## config.mk

```make
export PLATFORM = sky130hd
export DESIGN_NAME = rtc_alarm_matcher
export DESIGN_NICKNAME = d
export VERILOG_FILES = /design/src/design/rtc_am_pkg.sv /design/src/design/rtc_alarm_matcher.sv /design/src/design/rtc_am_match.sv
export SDC_FILE = /design/constraint.sdc
export NUM_CORES = 1
export LEC_CHECK = 0
export ABC_AREA = 1
export BUFFER_PORTS_ARGS = -buffer_cell sky130_fd_sc_hd__buf_4
export CAP_MARGIN = 20
export CORE_MARGIN = 5
export CORE_UTILIZATION = 50
export CTS_CLUSTER_DIAMETER = 120
export DETAILED_ROUTE_END_ITERATION = 12
export GPL_ROUTABILITY_DRIVEN = 1
export GPL_TIMING_DRIVEN = 0
export PLACE_DENSITY_LB_ADDON = 0.05
export SETUP_SLACK_MARGIN = 0.3
export SLEW_MARGIN = 20
export SYNTH_ARGS = -nofsm -noshare
export SYNTH_HDL_FRONTEND = slang
export SYNTH_SLANG_ARGS = --single-unit
```

## constraint.sdc

```tcl
create_clock -name i_clk -period 13.45 [get_ports i_clk]
set_clock_uncertainty 0.2 [all_clocks]
set_input_delay 2.0175 -clock i_clk [delete_from_list [all_inputs] [get_ports i_clk]]
set_output_delay 2.0175 -clock i_clk [all_outputs]
set_load 0.1 [all_outputs]
```

## src/design/rtc_am_pkg.sv

```systemverilog
// Shared types, codes and calendar helpers for the RTC alarm matcher.
`default_nettype none

package rtc_am_pkg;

    // Command codes of an input item
    localparam logic [1:0] CMD_TICK  = 2'd0;
    localparam logic [1:0] CMD_START = 2'd1;
    localparam logic [1:0] CMD_STOP  = 2'd2;

    // Repeat modes
    localparam logic [2:0] MODE_ONESHOT = 3'd0;
    localparam logic [2:0] MODE_DAILY   = 3'd1;
    localparam logic [2:0] MODE_WEEKLY  = 3'd2;
    localparam logic [2:0] MODE_MONTHLY = 3'd3;
    localparam logic [2:0] MODE_YEARLY  = 3'd4;

    // Configuration register indexes
    localparam logic [2:0] REG_SEC  = 3'd0;
    localparam logic [2:0] REG_MIN  = 3'd1;
    localparam logic [2:0] REG_HOUR = 3'd2;
    localparam logic [2:0] REG_WDAY = 3'd3;
    localparam logic [2:0] REG_MDAY = 3'd4;
    localparam logic [2:0] REG_MON  = 3'd5;
    localparam logic [2:0] REG_YEAR = 3'd6;
    localparam logic [2:0] REG_MODE = 3'd7;

    localparam int CFG_IDX_W  = 3;
    localparam int CFG_DATA_W = 8;

    localparam logic [5:0] WAKE_WINDOW = 6'd2;
    localparam int         DAYCNT_W    = 20;

    typedef struct packed {
        logic [1:0] cmd;
        logic [5:0] now_sec;
        logic [5:0] now_min;
        logic [4:0] now_hour;
        logic [2:0] now_wday;
        logic [4:0] now_mday;
        logic [3:0] now_mon;
        logic [7:0] now_year;
    } t_in_item;

    typedef struct packed {
        logic wakeup;
        logic armed_out;
    } t_out_item;

    typedef struct packed {
        logic [5:0] sec;
        logic [5:0] min;
        logic [4:0] hour;
        logic [2:0] wday;
        logic [4:0] mday;
        logic [3:0] mon;
        logic [7:0] year;
        logic [2:0] mode;
    } t_alarm;

    // Seconds of day without range checks; fits 17 bits for any field pattern
    function automatic logic [16:0] day_seconds(input logic [5:0] s,
                                                input logic [5:0] m,
                                                input logic [4:0] h);
        day_seconds = 17'(s) + 17'(m) * 17'd60 + 17'(h) * 17'd3600;
    endfunction

    // Days before the month, year starting in March: (153*mp+2)/5
    function automatic logic [8:0] month_days(input logic [3:0] mp);
        case (mp)
            4'd0:    month_days = 9'd0;
            4'd1:    month_days = 9'd31;
            4'd2:    month_days = 9'd61;
            4'd3:    month_days = 9'd92;
            4'd4:    month_days = 9'd122;
            4'd5:    month_days = 9'd153;
            4'd6:    month_days = 9'd184;
            4'd7:    month_days = 9'd214;
            4'd8:    month_days = 9'd245;
            4'd9:    month_days = 9'd275;
            4'd10:   month_days = 9'd306;
            4'd11:   month_days = 9'd337;
            default: month_days = 9'd0;
        endcase
    endfunction

    // Gregorian day number with a fixed offset; y stays within 1899..2156
    function automatic logic [DAYCNT_W-1:0] day_count(input logic [7:0] year,
                                                      input logic [3:0] mon,
                                                      input logic [4:0] mday);
        logic        roll;
        logic [3:0]  m;
        logic [3:0]  mp;
        logic [11:0] y;
        logic [4:0]  q100;
        logic [2:0]  q400;
        roll = (mon >= 4'd12);
        m    = roll ? (mon - 4'd11) : (mon + 4'd1);
        y    = 12'd1900 + 12'(year) + 12'(roll) - 12'(m <= 4'd2);
        mp   = (m >= 4'd3) ? (m - 4'd3) : (m + 4'd9);
        // Quotients by 100 and 400 over the narrow span of y
        if (y >= 12'd2100) begin
            q100 = 5'd21;
        end else if (y >= 12'd2000) begin
            q100 = 5'd20;
        end else if (y >= 12'd1900) begin
            q100 = 5'd19;
        end else begin
            q100 = 5'd18;
        end
        q400 = (y >= 12'd2000) ? 3'd5 : 3'd4;
        day_count = DAYCNT_W'(y) * DAYCNT_W'(365) + DAYCNT_W'(y >> 2)
                  - DAYCNT_W'(q100) + DAYCNT_W'(q400)
                  + DAYCNT_W'(month_days(mp)) + DAYCNT_W'(mday);
    endfunction

endpackage

`default_nettype wire

```

## src/design/rtc_alarm_matcher.sv

```systemverilog
// Top level of the RTC alarm matcher: input register, compare logic, result register.
// Usage:
//   Input channel (i_in_valid / o_in_stall / i_in_data) carries commands: a time tick
//   with the current calendar time, a start that arms the alarm, or a stop.
//   Output channel (o_out_valid / i_out_stall / o_out_data) returns one result per
//   command: the wake pulse and the armed flag after that command.
//   Configuration channel (i_cfg_valid / o_cfg_ready / i_cfg_index / i_cfg_data)
//   writes the alarm registers; it is always ready. Write only while the block is idle.
// Timing:
//   A command transferred into the input register moves through the compare logic into
//   the result register once that register is free, and its result transfers from there.
//   Throughput is one command per cycle unless the receiver stalls; the input and the
//   result register each hold one item, and the compare between them is a single pass.
//   When the receiver stalls, the result register holds and the input register still
//   takes one more command; o_in_stall rises only when both registers are full.
// Reset:
//   Synchronous, active low. Clears both valid flags and the armed flag, and returns
//   the alarm registers to 00:00:00, day 1, January, year 0, daily mode.
`default_nettype none

module rtc_alarm_matcher (
    input  logic                                 i_clk,
    input  logic                                 i_rst_n,
    input  logic                                 i_in_valid,
    output logic                                 o_in_stall,
    input  rtc_am_pkg::t_in_item                 i_in_data,
    output logic                                 o_out_valid,
    input  logic                                 i_out_stall,
    output rtc_am_pkg::t_out_item                o_out_data,
    input  logic                                 i_cfg_valid,
    output logic                                 o_cfg_ready,
    input  logic [rtc_am_pkg::CFG_IDX_W-1:0]     i_cfg_index,
    input  logic [rtc_am_pkg::CFG_DATA_W-1:0]    i_cfg_data
);
    import rtc_am_pkg::*;

    t_alarm    r_alarm;
    t_in_item  r_in;
    logic      r_in_vld;
    t_out_item r_out;
    logic      r_out_vld;
    logic      r_armed;
    t_out_item n_out;
    logic      out_free;
    logic      s_adv;
    logic      in_take;

    assign o_cfg_ready = 1'b1;
    assign out_free    = !r_out_vld || !i_out_stall;
    assign s_adv       = r_in_vld && out_free;
    assign o_in_stall  = r_in_vld && !out_free;
    assign in_take     = i_in_valid && !o_in_stall;
    assign o_out_valid = r_out_vld;
    assign o_out_data  = r_out;

    rtc_am_match u_match (
        .i_alarm  (r_alarm),
        .i_item   (r_in),
        .i_armed  (r_armed),
        .o_result (n_out)
    );

    always_ff @(posedge i_clk) begin
        if (!i_rst_n) begin
            r_alarm.sec  <= 6'd0;
            r_alarm.min  <= 6'd0;
            r_alarm.hour <= 5'd0;
            r_alarm.wday <= 3'd0;
            r_alarm.mday <= 5'd1;
            r_alarm.mon  <= 4'd0;
            r_alarm.year <= 8'd0;
            r_alarm.mode <= MODE_DAILY;
        end else if (i_cfg_valid && o_cfg_ready) begin
            case (i_cfg_index)
                REG_SEC:  r_alarm.sec  <= i_cfg_data[5:0];
                REG_MIN:  r_alarm.min  <= i_cfg_data[5:0];
                REG_HOUR: r_alarm.hour <= i_cfg_data[4:0];
                REG_WDAY: r_alarm.wday <= i_cfg_data[2:0];
                REG_MDAY: r_alarm.mday <= i_cfg_data[4:0];
                REG_MON:  r_alarm.mon  <= i_cfg_data[3:0];
                REG_YEAR: r_alarm.year <= i_cfg_data[7:0];
                REG_MODE: r_alarm.mode <= i_cfg_data[2:0];
                default:  r_alarm.mode <= r_alarm.mode;
            endcase
        end
    end

    always_ff @(posedge i_clk) begin
        if (!i_rst_n) begin
            r_in_vld  <= 1'b0;
            r_out_vld <= 1'b0;
            r_armed   <= 1'b0;
        end else begin
            // Input register refills when empty or when its item moves on
            if (in_take) begin
                r_in_vld <= 1'b1;
            end else if (s_adv) begin
                r_in_vld <= 1'b0;
            end
            if (s_adv) begin
                r_out_vld <= 1'b1;
                r_armed   <= n_out.armed_out;
            end else if (out_free) begin
                r_out_vld <= 1'b0;
            end
        end
    end

    always_ff @(posedge i_clk) begin
        if (in_take) begin
            r_in <= i_in_data;
        end
        if (s_adv) begin
            r_out <= n_out;
        end
    end

    // A stop that moves through the compare stage leaves the alarm disarmed
    a_stop_disarms: assert property (@(posedge i_clk) disable iff (!i_rst_n)
        s_adv && r_in.cmd == CMD_STOP |=> !r_armed)
        else $error("armed flag set after stop command");

    // A start that moves through the compare stage arms the alarm
    a_start_arms: assert property (@(posedge i_clk) disable iff (!i_rst_n)
        s_adv && r_in.cmd == CMD_START |=> r_armed)
        else $error("armed flag clear after start command");

    // Input stalls only with both registers full and the receiver stalling
    a_stall_full: assert property (@(posedge i_clk) disable iff (!i_rst_n)
        o_in_stall |-> (r_in_vld && r_out_vld && i_out_stall))
        else $error("input stalled with room in the pipeline");

    // The result register always mirrors the armed flag it left behind
    a_out_armed: assert property (@(posedge i_clk) disable iff (!i_rst_n)
        s_adv |=> (o_out_data.armed_out == r_armed))
        else $error("result armed flag differs from state");

endmodule

`default_nettype wire

```

## src/design/rtc_am_match.sv

```systemverilog
// Alarm compare logic: one item against the alarm time in the selected repeat mode.
`default_nettype none

module rtc_am_match (
    input  rtc_am_pkg::t_alarm    i_alarm,
    input  rtc_am_pkg::t_in_item  i_item,
    input  logic                  i_armed,
    output rtc_am_pkg::t_out_item o_result
);
    import rtc_am_pkg::*;

    localparam logic signed [23:0] SECS_PER_DAY = 24'sd86400;

    logic [5:0]                 alarm_s;
    logic [16:0]                sod_a;
    logic [16:0]                sod_n;
    logic signed [17:0]         sod_diff;
    logic [DAYCNT_W-1:0]        dc_a;
    logic [DAYCNT_W-1:0]        dc_n;
    logic signed [DAYCNT_W:0]   dc_diff;
    logic                       dc_near;
    logic signed [3:0]          day_off;
    logic signed [23:0]         diff;
    logic                       in_win;
    logic                       hit;

    always_comb begin
        // End of day alarm moves one second early
        if (i_alarm.hour == 5'd23 && i_alarm.min == 6'd59 && i_alarm.sec == 6'd59) begin
            alarm_s = 6'd60 - WAKE_WINDOW;
        end else begin
            alarm_s = i_alarm.sec;
        end
        sod_a    = day_seconds(alarm_s, i_alarm.min, i_alarm.hour);
        sod_n    = day_seconds(i_item.now_sec, i_item.now_min, i_item.now_hour);
        sod_diff = $signed({1'b0, sod_n}) - $signed({1'b0, sod_a});

        dc_a    = day_count(i_alarm.year, i_alarm.mon, i_alarm.mday);
        dc_n    = day_count(i_item.now_year, i_item.now_mon, i_item.now_mday);
        dc_diff = $signed({1'b0, dc_n}) - $signed({1'b0, dc_a});
        // Seconds of day stay below 2^17, so only a day gap within two can match
        dc_near = (dc_diff >= -(DAYCNT_W+1)'(2)) && (dc_diff <= (DAYCNT_W+1)'(2));

        case (i_alarm.mode)
            MODE_ONESHOT: day_off = dc_diff[3:0];
            MODE_WEEKLY:  day_off = $signed({1'b0, i_item.now_wday})
                                  - $signed({1'b0, i_alarm.wday});
            default:      day_off = 4'sd0;
        endcase

        diff   = 24'(day_off) * SECS_PER_DAY + 24'(sod_diff);
        in_win = (diff >= 24'sd0) && (diff <= $signed(24'(WAKE_WINDOW)));

        case (i_alarm.mode)
            MODE_ONESHOT: hit = dc_near && in_win;
            MODE_DAILY:   hit = in_win;
            MODE_WEEKLY:  hit = in_win;
            MODE_MONTHLY: hit = (i_alarm.mday == i_item.now_mday) && in_win;
            MODE_YEARLY:  hit = (i_alarm.mday == i_item.now_mday)
                              && (i_alarm.mon == i_item.now_mon) && in_win;
            default:      hit = 1'b0;
        endcase

        o_result.wakeup    = 1'b0;
        o_result.armed_out = i_armed;
        case (i_item.cmd)
            CMD_START: o_result.armed_out = 1'b1;
            CMD_STOP:  o_result.armed_out = 1'b0;
            CMD_TICK: begin
                if (i_armed && hit) begin
                    o_result.wakeup = 1'b1;
                    // One-shot disarms itself on firing
                    if (i_alarm.mode == MODE_ONESHOT) begin
                        o_result.armed_out = 1'b0;
                    end
                end
            end
            default: o_result.armed_out = i_armed;
        endcase
    end

endmodule

`default_nettype wire

```

==> results of run 1 <==
[worst max-delay path: cells and delay by family (launching register included)]
family	cells	cell delay, ps
buf+inv	9	590
fa+ha+maj	17	5500
simple gates	29	3540
xor+xnor	1	190
flops	1	510
compound gates	8	1330
[synthesized netlist by cell type, types with 3 or more instances]
master,number
dfxtp_1,43
inv_1,549
nand4_1,27
o21bai_1,22
o211ai_1,5
o31ai_1,3
nor4_1,6
or2_2,9
edfxtp_1,41
a21o_1,9
o22ai_1,6
o21a_1,3
o21ai_0,82
nor2_1,159
o21ai_1,13
nand3_1,72
nand2_1,334
a21oi_1,164
fa_1,171
nor2_2,9
and2_1,5
nor3_1,20
nand3_2,4
xnor2_1,53
nand3b_1,5
inv_2,11
ha_1,361
nand2_2,14
xor2_1,95
clkbuf_1,10
a31oi_1,3
[flip-flops by register name, indices dropped and copies added, names as in the netlist]
name         flops
o_out_data       2
r_armed          1
r_in            39
r_in_vld         1
r_alarm         40
o_out_valid      1
[kinds of logic after synthesis]
kind of cell | after synthesis | synth area share (%)
xor gates and xnor gates | 149 | 7.17
AOI/OAI and AO/OA | 329 | 10.1
buffers and inverters | 572 | 11.8
adders and majority gates | 532 | 43.4
DFF | 84 | 11.4
and+or+nand+nor | 676 | 16.1
other | 1 | 0.0205
[per-layer routing]
metal	track usage [%]	vias to the layer above	wire, µm
met5	0	-	0
met4	7.64	0	1510
met3	1.40	56	871
met2	36.6	188	20100
met1	27.3	6692	19200
li1	-	7541	-
[through the flow]
step | util [%] | hold WS, ps | cell area [µm²] | setup slack (ps)
2_1_floorplan | - | 235 | 18300 | 2520
3_3_place_gp | 53.1 | 255 | 19300 | 840
3_5_place_dp | 53.2 | 259 | 19300 | 703
4_1_cts | 54.1 | 270 | 19700 | 686
5_1_grt | 54.2 | 302 | 19700 | 305
6_report | 54.2 | 268 | 19700 | 1300
[timing repair]
item / CTS / global route
resized for setup: 0 / 6
setup endpoints to repair: 0 / 3
hold endpoints to repair: 0 / 0
[cell type report]
cell class              instances  area share [%]
multi-input cells            1687            71.4
inverters                     560            10.7
flip-flops and latches         84            10.6
well taps                     468            2.97
repair buffers                 58            2.31
clock buffers                  11            1.40
clock inverters                 5           0.343
plain buffers                  12           0.248
[worst max-delay path by stage]
stage | end | depth (start not counted) | slack, ps | start
6_report | o_out_data[0]$_DFFE_PP_ | 64 | 1300 | r_in[8]$_DFFE_PP_
5_1_grt | o_out_data[0]$_DFFE_PP_ | 66 | 300 | r_in[10]$_DFFE_PP_
4_1_cts | o_out_data[0]$_DFFE_PP_ | 52 | 690 | r_alarm[11]$_SDFFE_PN0P_
3_5_place_dp | o_out_data[0]$_DFFE_PP_ | 52 | 700 | r_alarm[11]$_SDFFE_PN0P_
3_3_place_gp | o_out_data[0]$_DFFE_PP_ | 52 | 840 | r_alarm[11]$_SDFFE_PN0P_
2_1_floorplan | o_out_data[0]$_DFFE_PP_ | 57 | 2520 | r_alarm[11]$_SDFFE_PN0P_
==> results.py, run 1 <==
metrics = {
    "routing": {
        "dr.pass1.iters": 5,
        "vias": 14500,
        "routed_via_density": 5.02,
        "routed_wirelength_um": 41700,
        "drcViolationCount": 0,
        "drt-initial-drc-count": 592,
        "antenna_left": 0,
        "wl_per_cell_um": 14.4,
    },
    "logic_synthesis": {
        "ys_warn_count": 0,
        "yosysTopAreaCellShare_pct": 24.7,
        "synth_edf_count": 41,
        "synthFlopType": "dfxtp_1",
        "ys_ff_latch": 84,
        "synthArstFlopShare_pct": 0,
        "avgSynthCellArea_um2": 7.81,
        "ys_top_cells_by_area": "ha_1 25%, fa_1 19%, inv_1 11%",
        "yosysTopAreaCell": "ha_1",
        "synth_area_mm2": 0.0183,
        "syn_nets": 2930,
        "ys_seq_area_share_pct": 11.4,
        "netlist_instances": 2343,
        "synth_cell_types": 57,
    },
    "cts": {
        "clk_pin_slew_ps": 70,
        "cts_hold_buf": 0,
        "cts_tree": "done",
        "cts_buffer_depth": 2,
        "htreeDepth": 3,
        "clk_latency_ps": 360,
        "cts_setup_buffers": 0,
        "clkSinkCount": 84,
        "clock-root-buffer": "clkbuf_16",
        "cts_buffers": 9,
    },
    "floorplanning": {
        "fp-row-count": 70,
        "core_mm2": 0.0363,
        "num_io_pins": 60,
        "initial_core_util_pct": 50.3,
        "die_w_um": 201,
        "dieArea_mm2": 0.0405,
        "die_height_um": 201,
    },
    "cells_and_area": {
        "nFillCells": 3518,
        "layout_common_cells": "548 x inv_1, 361 x ha_1, 334 x nand2_1, 171 x fa_1, 164 x a21oi_1",
        "seq_area_mm2": 0.00209,
        "finalNetCount": 2999,
        "finalNonFillerCells": 2885,
        "final_common_cell": "inv_1",
        "drive_gt1_share_pct": 5.96,
        "antenna_cells": 0,
        "area_growth_pct": 7.73,
        "multi_input_area_mm2": 0.0141,
    },
    "critical_path": {
        "crit_path_frequent_cell": "nand2_1",
        "arrival_ps": 12060,
        "r2r_end": "o_out_data[0]$_DFFE_PP_",
        "critPathRequiredTime_ps": 13350,
        "cp_slowest_cell": "edfxtp_1",
        "max_stage_delay_ps": 510,
        "critPathKind": "flop to flop",
        "startpoint_type": "flop",
        "cp_max_fo": 7,
        "end_kind": "flop",
        "r2r_cells": 64,
        "rr_startpoint": "r_in[8]$_DFFE_PP_",
        "r2r_slack_ps": 1300,
    },
    "placed_design": {
        "io_buffers": 57,
        "place.gp.congestion": 0.898,
        "placed_cells": 2869,
        "hpwlAfterDp_um": 36800,
    },
    "timing": {
        "rsz0062_at_grt": "no",
        "hold_viol_final": 0,
        "fmax_mhz": 82.3,
        "fin_tns_setup_ps": 0,
        "setup_viol": 0,
        "period_share_pct": 90.4,
        "worst_slew_pin_slew_ps": 897,
        "max_slew_margin_pct": 40.0,
        "final.min_clock_period_ps": 12150,
        "maxSlewViolCount": 0,
    },
    "global_routing": {
        "antenna_found_initial": 0,
        "grt_pass1_wl_um": 70200,
        "grt_start_max_net_pins": 24,
        "grt_pass1_vias": 14800,
        "track_usage_pct": 20.9,
        "grt-ovfl-total": 0,
    },
    "status": {
        "outcome": "complete, no violations",
    },
    "worst_hold_path": {
        "hp-class": "flop to flop",
        "whs_endpoint": "r_alarm[22]$_SDFFE_PN0P_",
        "min_path_cells": 2,
        "min-delay-start": "r_alarm[22]$_SDFFE_PN0P_",
    },
    "run": {
        "cap_violations": 0,
    },
}
Power of run 1 is left out: the tool's default activity adds up to more than one toggle a clock period on the data nets, which glitch-free logic cannot reach.
==> run 2, diff against run 1 <==
--- a/config.mk
+++ b/config.mk
@@ -9,7 +9,7 @@
 export BUFFER_PORTS_ARGS = -buffer_cell sky130_fd_sc_hd__buf_4
 export CAP_MARGIN = 20
 export CORE_MARGIN = 5
-export CORE_UTILIZATION = 50
+export CORE_UTILIZATION = 66
 export CTS_CLUSTER_DIAMETER = 120
 export DETAILED_ROUTE_END_ITERATION = 12
 export GPL_ROUTABILITY_DRIVEN = 1
==> results.py, run 2 (synthesized netlist as in run 1, its figures left out) <==
metrics = {
    "timing": {
        "worst_slew_pin_slew_ps": 917,
        "fmax_mhz": 81.5,
        "rsz0062_at_grt": "no",
        "maxSlewViolCount": 0,
        "final.min_clock_period_ps": 12270,
        "fin_tns_setup_ps": 0,
        "max_slew_margin_pct": 38.7,
        "hold_viol_final": 0,
        "period_share_pct": 91.2,
        "worst_slack_ps": 1180,
        "setup_viol": 0,
    },
    "floorplanning": {
        "initial_core_util_pct": 66.4,
        "num_io_pins": 60,
        "fp-row-count": 61,
        "die_height_um": 176,
        "dieArea_mm2": 0.0311,
        "die_w_um": 176,
        "core_mm2": 0.0276,
    },
    "global_routing": {
        "grt_start_max_net_pins": 21,
        "antenna_found_initial": 0,
        "grt_pass1_wl_um": 69400,
        "grt_pass1_vias": 15100,
        "track_usage_pct": 26.9,
        "grt-ovfl-total": 0,
    },
    "cells_and_area": {
        "final_common_cell": "inv_1",
        "layout_common_cells": "548 x inv_1, 361 x ha_1, 334 x nand2_1, 171 x fa_1, 164 x a21oi_1",
        "largest_reg_flops": 40,
        "antenna_cells": 0,
        "area_growth_pct": 6.84,
        "drive_gt1_share_pct": 5.92,
        "finalNetCount": 2999,
        "top_register": "r_alarm",
        "nFillCells": 2305,
    },
    "cts": {
        "clk_latency_ps": 350,
        "cts_buffer_depth": 2,
        "htreeDepth": 3,
        "cts_tree": "done",
        "cts_buffers": 9,
        "clkSinkCount": 84,
        "cts_hold_buf": 0,
        "cts_setup_buffers": 0,
        "clk_pin_slew_ps": 70,
        "clock-root-buffer": "clkbuf_16",
    },
    "critical_path": {
        "end_kind": "flop",
        "max_stage_delay_ps": 510,
        "r2r_cells": 59,
        "cp_max_fo": 7,
        "crit_start": "r_in[8]$_DFFE_PP_",
        "critPathRequiredTime_ps": 13350,
        "arrival_ps": 12170,
        "endpoint": "o_out_data[0]$_DFFE_PP_",
        "r2r_slack_ps": 1180,
        "r2r_end": "o_out_data[0]$_DFFE_PP_",
        "critPathKind": "flop to flop",
        "startpoint_type": "flop",
        "rr_startpoint": "r_in[8]$_DFFE_PP_",
        "cp_slowest_cell": "edfxtp_1",
        "crit_path_frequent_cell": "nand2_1",
    },
    "run": {
        "cap_violations": 0,
    },
    "routing": {
        "dr.pass1.iters": 5,
        "wl_per_cell_um": 14.6,
        "drt-initial-drc-count": 940,
        "drcViolationCount": 0,
        "routed_wirelength_um": 40800,
        "vias": 14800,
        "antenna_left": 0,
        "routed_via_density": 5.29,
    },
    "placed_design": {
        "pre_cts_slack_ps": 713,
        "place.gp.congestion": 0.916,
        "io_buffers": 57,
        "hpwlAfterDp_um": 35500,
    },
    "worst_hold_path": {
        "hp-class": "flop to flop",
    },
    "status": {
        "outcome": "complete, no violations",
    },
}
run 2: cell types whose count changed in the layout (fill, tap and decap cells not counted), sizes merged:
cell and delta:
inv +1, clkbuf -1
run 2: final cells by class:
type / count / area [µm²] / share of cell area (%)
Clock inverter: 6 / 67.6 / 0.346
Tap cell: 378 / 473 / 2.42
Buffer: 12 / 48.8 / 0.250
Sequential cell: 84 / 2090 / 10.7
Inverter: 560 / 2100 / 10.8
Timing Repair Buffer: 58 / 455 / 2.33
Clock buffer: 10 / 229 / 1.17
Multi-Input combinational cell: 1687 / 14100 / 72.0
run 2: routing by layer:
metal / global-route usage (%) / wire length (µm) / vias up
met1: 34.4 / 18100 / 6945
met5: 0 / 0 / -
li1: - / - / 7529
met2: 48.5 / 20400 / 251
met4: 9.38 / 1430 / 0
met3: 1.37 / 931 / 71
run 2: stage by stage:
stage / std cells / hold WS, ps / area [µm²] / utilization [%]
4_1_cts: 2795 / 286 / 19500 / 70.8
2_1_floorplan: 2343 / 235 / 18300 / -
3_5_place_dp: 2779 / 267 / 19200 / 69.8
6_report: 2795 / 281 / 19500 / 70.9
3_3_place_gp: 2778 / 257 / 19200 / 69.7
5_1_grt: 2795 / 294 / 19500 / 70.9
run 2: worst min path at each step:
stage          slack, ps                        to  depth (start not counted)                startpoint
6_report             280  r_alarm[22]$_SDFFE_PN0P_                          2  r_alarm[22]$_SDFFE_PN0P_
4_1_cts              290   r_alarm[3]$_SDFFE_PN0P_                          2   r_alarm[3]$_SDFFE_PN0P_
2_1_floorplan        240  r_alarm[22]$_SDFFE_PN0P_                          2  r_alarm[22]$_SDFFE_PN0P_
5_1_grt              290  r_alarm[22]$_SDFFE_PN0P_                          2  r_alarm[22]$_SDFFE_PN0P_
3_5_place_dp         270  r_alarm[36]$_SDFFE_PN0P_                          2  r_alarm[36]$_SDFFE_PN0P_
3_3_place_gp         260  r_alarm[36]$_SDFFE_PN0P_                          2  r_alarm[36]$_SDFFE_PN0P_
run 2: repair_timing:
| action | 4_1_cts | 5_1_grt |
|---|---|---|
| endpoints found under the hold margin | 0 | 0 |
| gates resized for setup | 0 | 5 |
| endpoints found under the setup margin | 0 | 3 |
run 2: worst max-delay path: cells and delay by family, from the launching register on:
| kind | cells | cell delay (ps) |
|---|---|---|
| adders and majority gates | 17 | 5590 |
| and+or+nand+nor | 24 | 3080 |
| AOI/OAI and AO/OA | 8 | 1730 |
| buffers and inverters | 8 | 520 |
| DFF | 1 | 510 |
| xor gates and xnor gates | 2 | 340 |
Power of run 2 is left out for the same reason.
==> run 3, diff against run 2 <==
--- a/config.mk
+++ b/config.mk
@@ -19,4 +19,5 @@
 export SLEW_MARGIN = 20
 export SYNTH_ARGS = -nofsm -noshare
 export SYNTH_HDL_FRONTEND = slang
+export SYNTH_HIERARCHICAL = 1
 export SYNTH_SLANG_ARGS = --single-unit
==> results.py, run 3 <==
metrics = {
    "routing": {
        "vias": 15100,
        "routed_via_density": 5.28,
        "antenna_left": 0,
        "drt-initial-drc-count": 817,
        "dr.pass1.iters": 5,
        "routed_wirelength_um": 41500,
        "wl_per_cell_um": 14.5,
        "drcViolationCount": 0,
    },
    "cts": {
        "htreeDepth": 3,
        "cts_buffers": 9,
        "clkSinkCount": 84,
        "cts_buffer_depth": 2,
        "clk_latency_ps": 350,
        "clk_pin_slew_ps": 80,
        "cts_tree": "done",
        "clock-root-buffer": "clkbuf_16",
    },
    "logic_synthesis": {
        "synth.most_common_cell": "inv_1",
        "netlist_instances": 2415,
        "yosysTopAreaCellShare_pct": 24.8,
        "syn_nets": 3018,
        "ys_seq_area_share_pct": 11.2,
        "ys_warn_count": 6,
        "ys_ff_latch": 84,
        "synth_area_mm2": 0.0186,
        "ys_top_cells_by_area": "ha_1 25%, fa_1 19%, inv_1 11%",
        "avgSynthCellArea_um2": 7.71,
        "synthFlopType": "dfxtp_1",
        "synth_common_cells": "526 x inv_1, 417 x nand2_1, 369 x ha_1",
        "yosysTopAreaCell": "ha_1",
        "synth_cell_types": 61,
        "synth_edf_count": 41,
        "synthArstFlopShare_pct": 0,
    },
    "critical_path": {
        "startpoint_type": "flop",
        "arrival_ps": 12430,
        "r2r_slack_ps": 1060,
        "r2r_cells": 65,
        "cp_max_fo": 8,
        "cp_slowest_cell": "fa_1",
        "end_kind": "flop",
        "cp_num_buf_inv": 9,
        "critPathRequiredTime_ps": 13490,
        "max_stage_delay_ps": 510,
        "crit_family": "adder cells",
        "rr_startpoint": "r_in[8]$_DFFE_PP_",
        "r2r_end": "r_armed$_SDFFE_PN0P_",
        "crit_start": "r_in[8]$_DFFE_PP_",
        "critPathKind": "flop to flop",
    },
    "placed_design": {
        "hpwlAfterDp_um": 36400,
        "place.gp.congestion": 0.939,
        "io_buffers": 57,
    },
    "global_routing": {
        "grtUsageMet3_pct": 2.03,
        "grt_pass1_vias": 15300,
        "use_met2_pct": 49.5,
        "grt-ovfl-total": 0,
        "grtUsageMet1_pct": 33.9,
        "track_usage_pct": 26.9,
        "grt_start_max_net_pins": 30,
        "antenna_found_initial": 0,
        "top_usage_layer": "met2",
        "grt_pass1_wl_um": 69900,
    },
    "cells_and_area": {
        "area_growth_pct": 7.02,
        "top_register": "r_alarm",
        "final_common_cell": "inv_1",
        "finalNetCount": 3089,
        "largest_reg_flops": 40,
        "multi_input_area_mm2": 0.0145,
        "drive_gt1_share_pct": 6.46,
        "layout_common_cells": "522 x inv_1, 416 x nand2_1, 368 x ha_1, 198 x nor2_1, 179 x fa_1",
        "nFillCells": 2395,
        "antenna_cells": 0,
        "seq_area_mm2": 0.00209,
    },
    "timing": {
        "worst_slew_pin_slew_ps": 576,
        "rsz0062_at_grt": "no",
        "fin_tns_setup_ps": 0,
        "max_slew_margin_pct": 61.5,
        "hold_viol_final": 0,
        "period_share_pct": 92.1,
        "fmax_mhz": 80.7,
        "setup_viol": 0,
        "maxSlewViolCount": 0,
        "final.min_clock_period_ps": 12390,
    },
    "floorplanning": {
        "fp-row-count": 61,
        "die_height_um": 178,
        "core_mm2": 0.0279,
        "num_io_pins": 60,
        "initial_core_util_pct": 66.8,
        "die_w_um": 178,
        "dieArea_mm2": 0.0317,
    },
    "worst_hold_path": {
        "min_path_cells": 2,
        "hp-class": "flop to flop",
        "min-delay-start": "r_alarm[21]$_SDFFE_PN0P_",
        "whs_endpoint": "r_alarm[21]$_SDFFE_PN0P_",
    },
    "run": {
        "cap_violations": 0,
    },
    "status": {
        "outcome": "complete, no violations",
    },
}
run 3: changes by cell type after synthesis, moves of 7 or more:
| cell | delta |
|---|---|
| a21oi_1 | -49 |
| o21bai_1 | -14 |
| nand3_1 | +57 |
| fa_1 | +8 |
| ha_1 | +8 |
| o21ai_0 | -39 |
| xor2_1 | -19 |
| nand2_1 | +83 |
| inv_1 | -23 |
| o21ai_1 | +7 |
| nor2_1 | +40 |
| nand2_2 | -9 |
run 3: layout make-up:
class / instances / area share (%)
buffer: 15 / 0.370
clock buffer: 9 / 1.13
clock inverter: 7 / 0.383
inverter: 547 / 10.4
multi-input combinational: 1769 / 72.6
sequential: 84 / 10.5
tap: 378 / 2.37
timing repair buffer: 60 / 2.32
run 3: worst max path at each step:
stage,depth (start not counted),end,slack [ps]
after detailed placement,61,r_armed$_SDFFE_PN0P_,560
final,65,r_armed$_SDFFE_PN0P_,1060
after global placement,61,r_armed$_SDFFE_PN0P_,770
after CTS,61,r_armed$_SDFFE_PN0P_,510
after floorplan,60,r_armed$_SDFFE_PN0P_,2350
after global routing,64,r_armed$_SDFFE_PN0P_,280
run 3: timing repair:
item | in CTS | in global routing
hold buffers | 0 | 0
hold endpoints to repair | 0 | 0
buffers inserted | 0 | 2
gates resized for setup | 0 | 18
endpoints found under the setup margin | 0 | 3
run 3: layer usage:
layer	wire length [µm]	part of all wire [%]
met5	0	0
met4	1070	2.6
met3	1260	3.0
met2	21000	51
met1	18200	44
run 3: per-stage QoR:
step / area, µm² / setup slack, ps / hold slack [ps] / instances / utilization [%]
after global routing: 19900 / 277 / 320 / 2869 / 71.5
final: 19900 / 1060 / 291 / 2869 / 71.5
after CTS: 19800 / 506 / 295 / 2867 / 71.2
after detailed placement: 19500 / 558 / 277 / 2851 / 70.2
after floorplan: 18600 / 2350 / 255 / 2415 / -
after global placement: 19500 / 772 / 272 / 2850 / 70.1
run 3: cell families (layout without fill, tap and decap cells):
kind of cell	after synthesis	count (layout)	synth area share, %
flip-flops	84	84	11.2
XOR/XNOR	124	124	5.83
buffers and inverters	562	638	11.5
other	1	1	0.0201
AND/OR/NAND/NOR	845	845	19.7
adder cells (fa/ha/maj)	548	548	44.0
AO/OA/AOI/OAI	251	251	7.74
run 3: worst min-delay path, cell delays in order (launching register included):
cell and delay [ps]:
dfxtp_1 330, nor2_1 50, nor2_1 80
Power of run 3 is left out for the same reason.
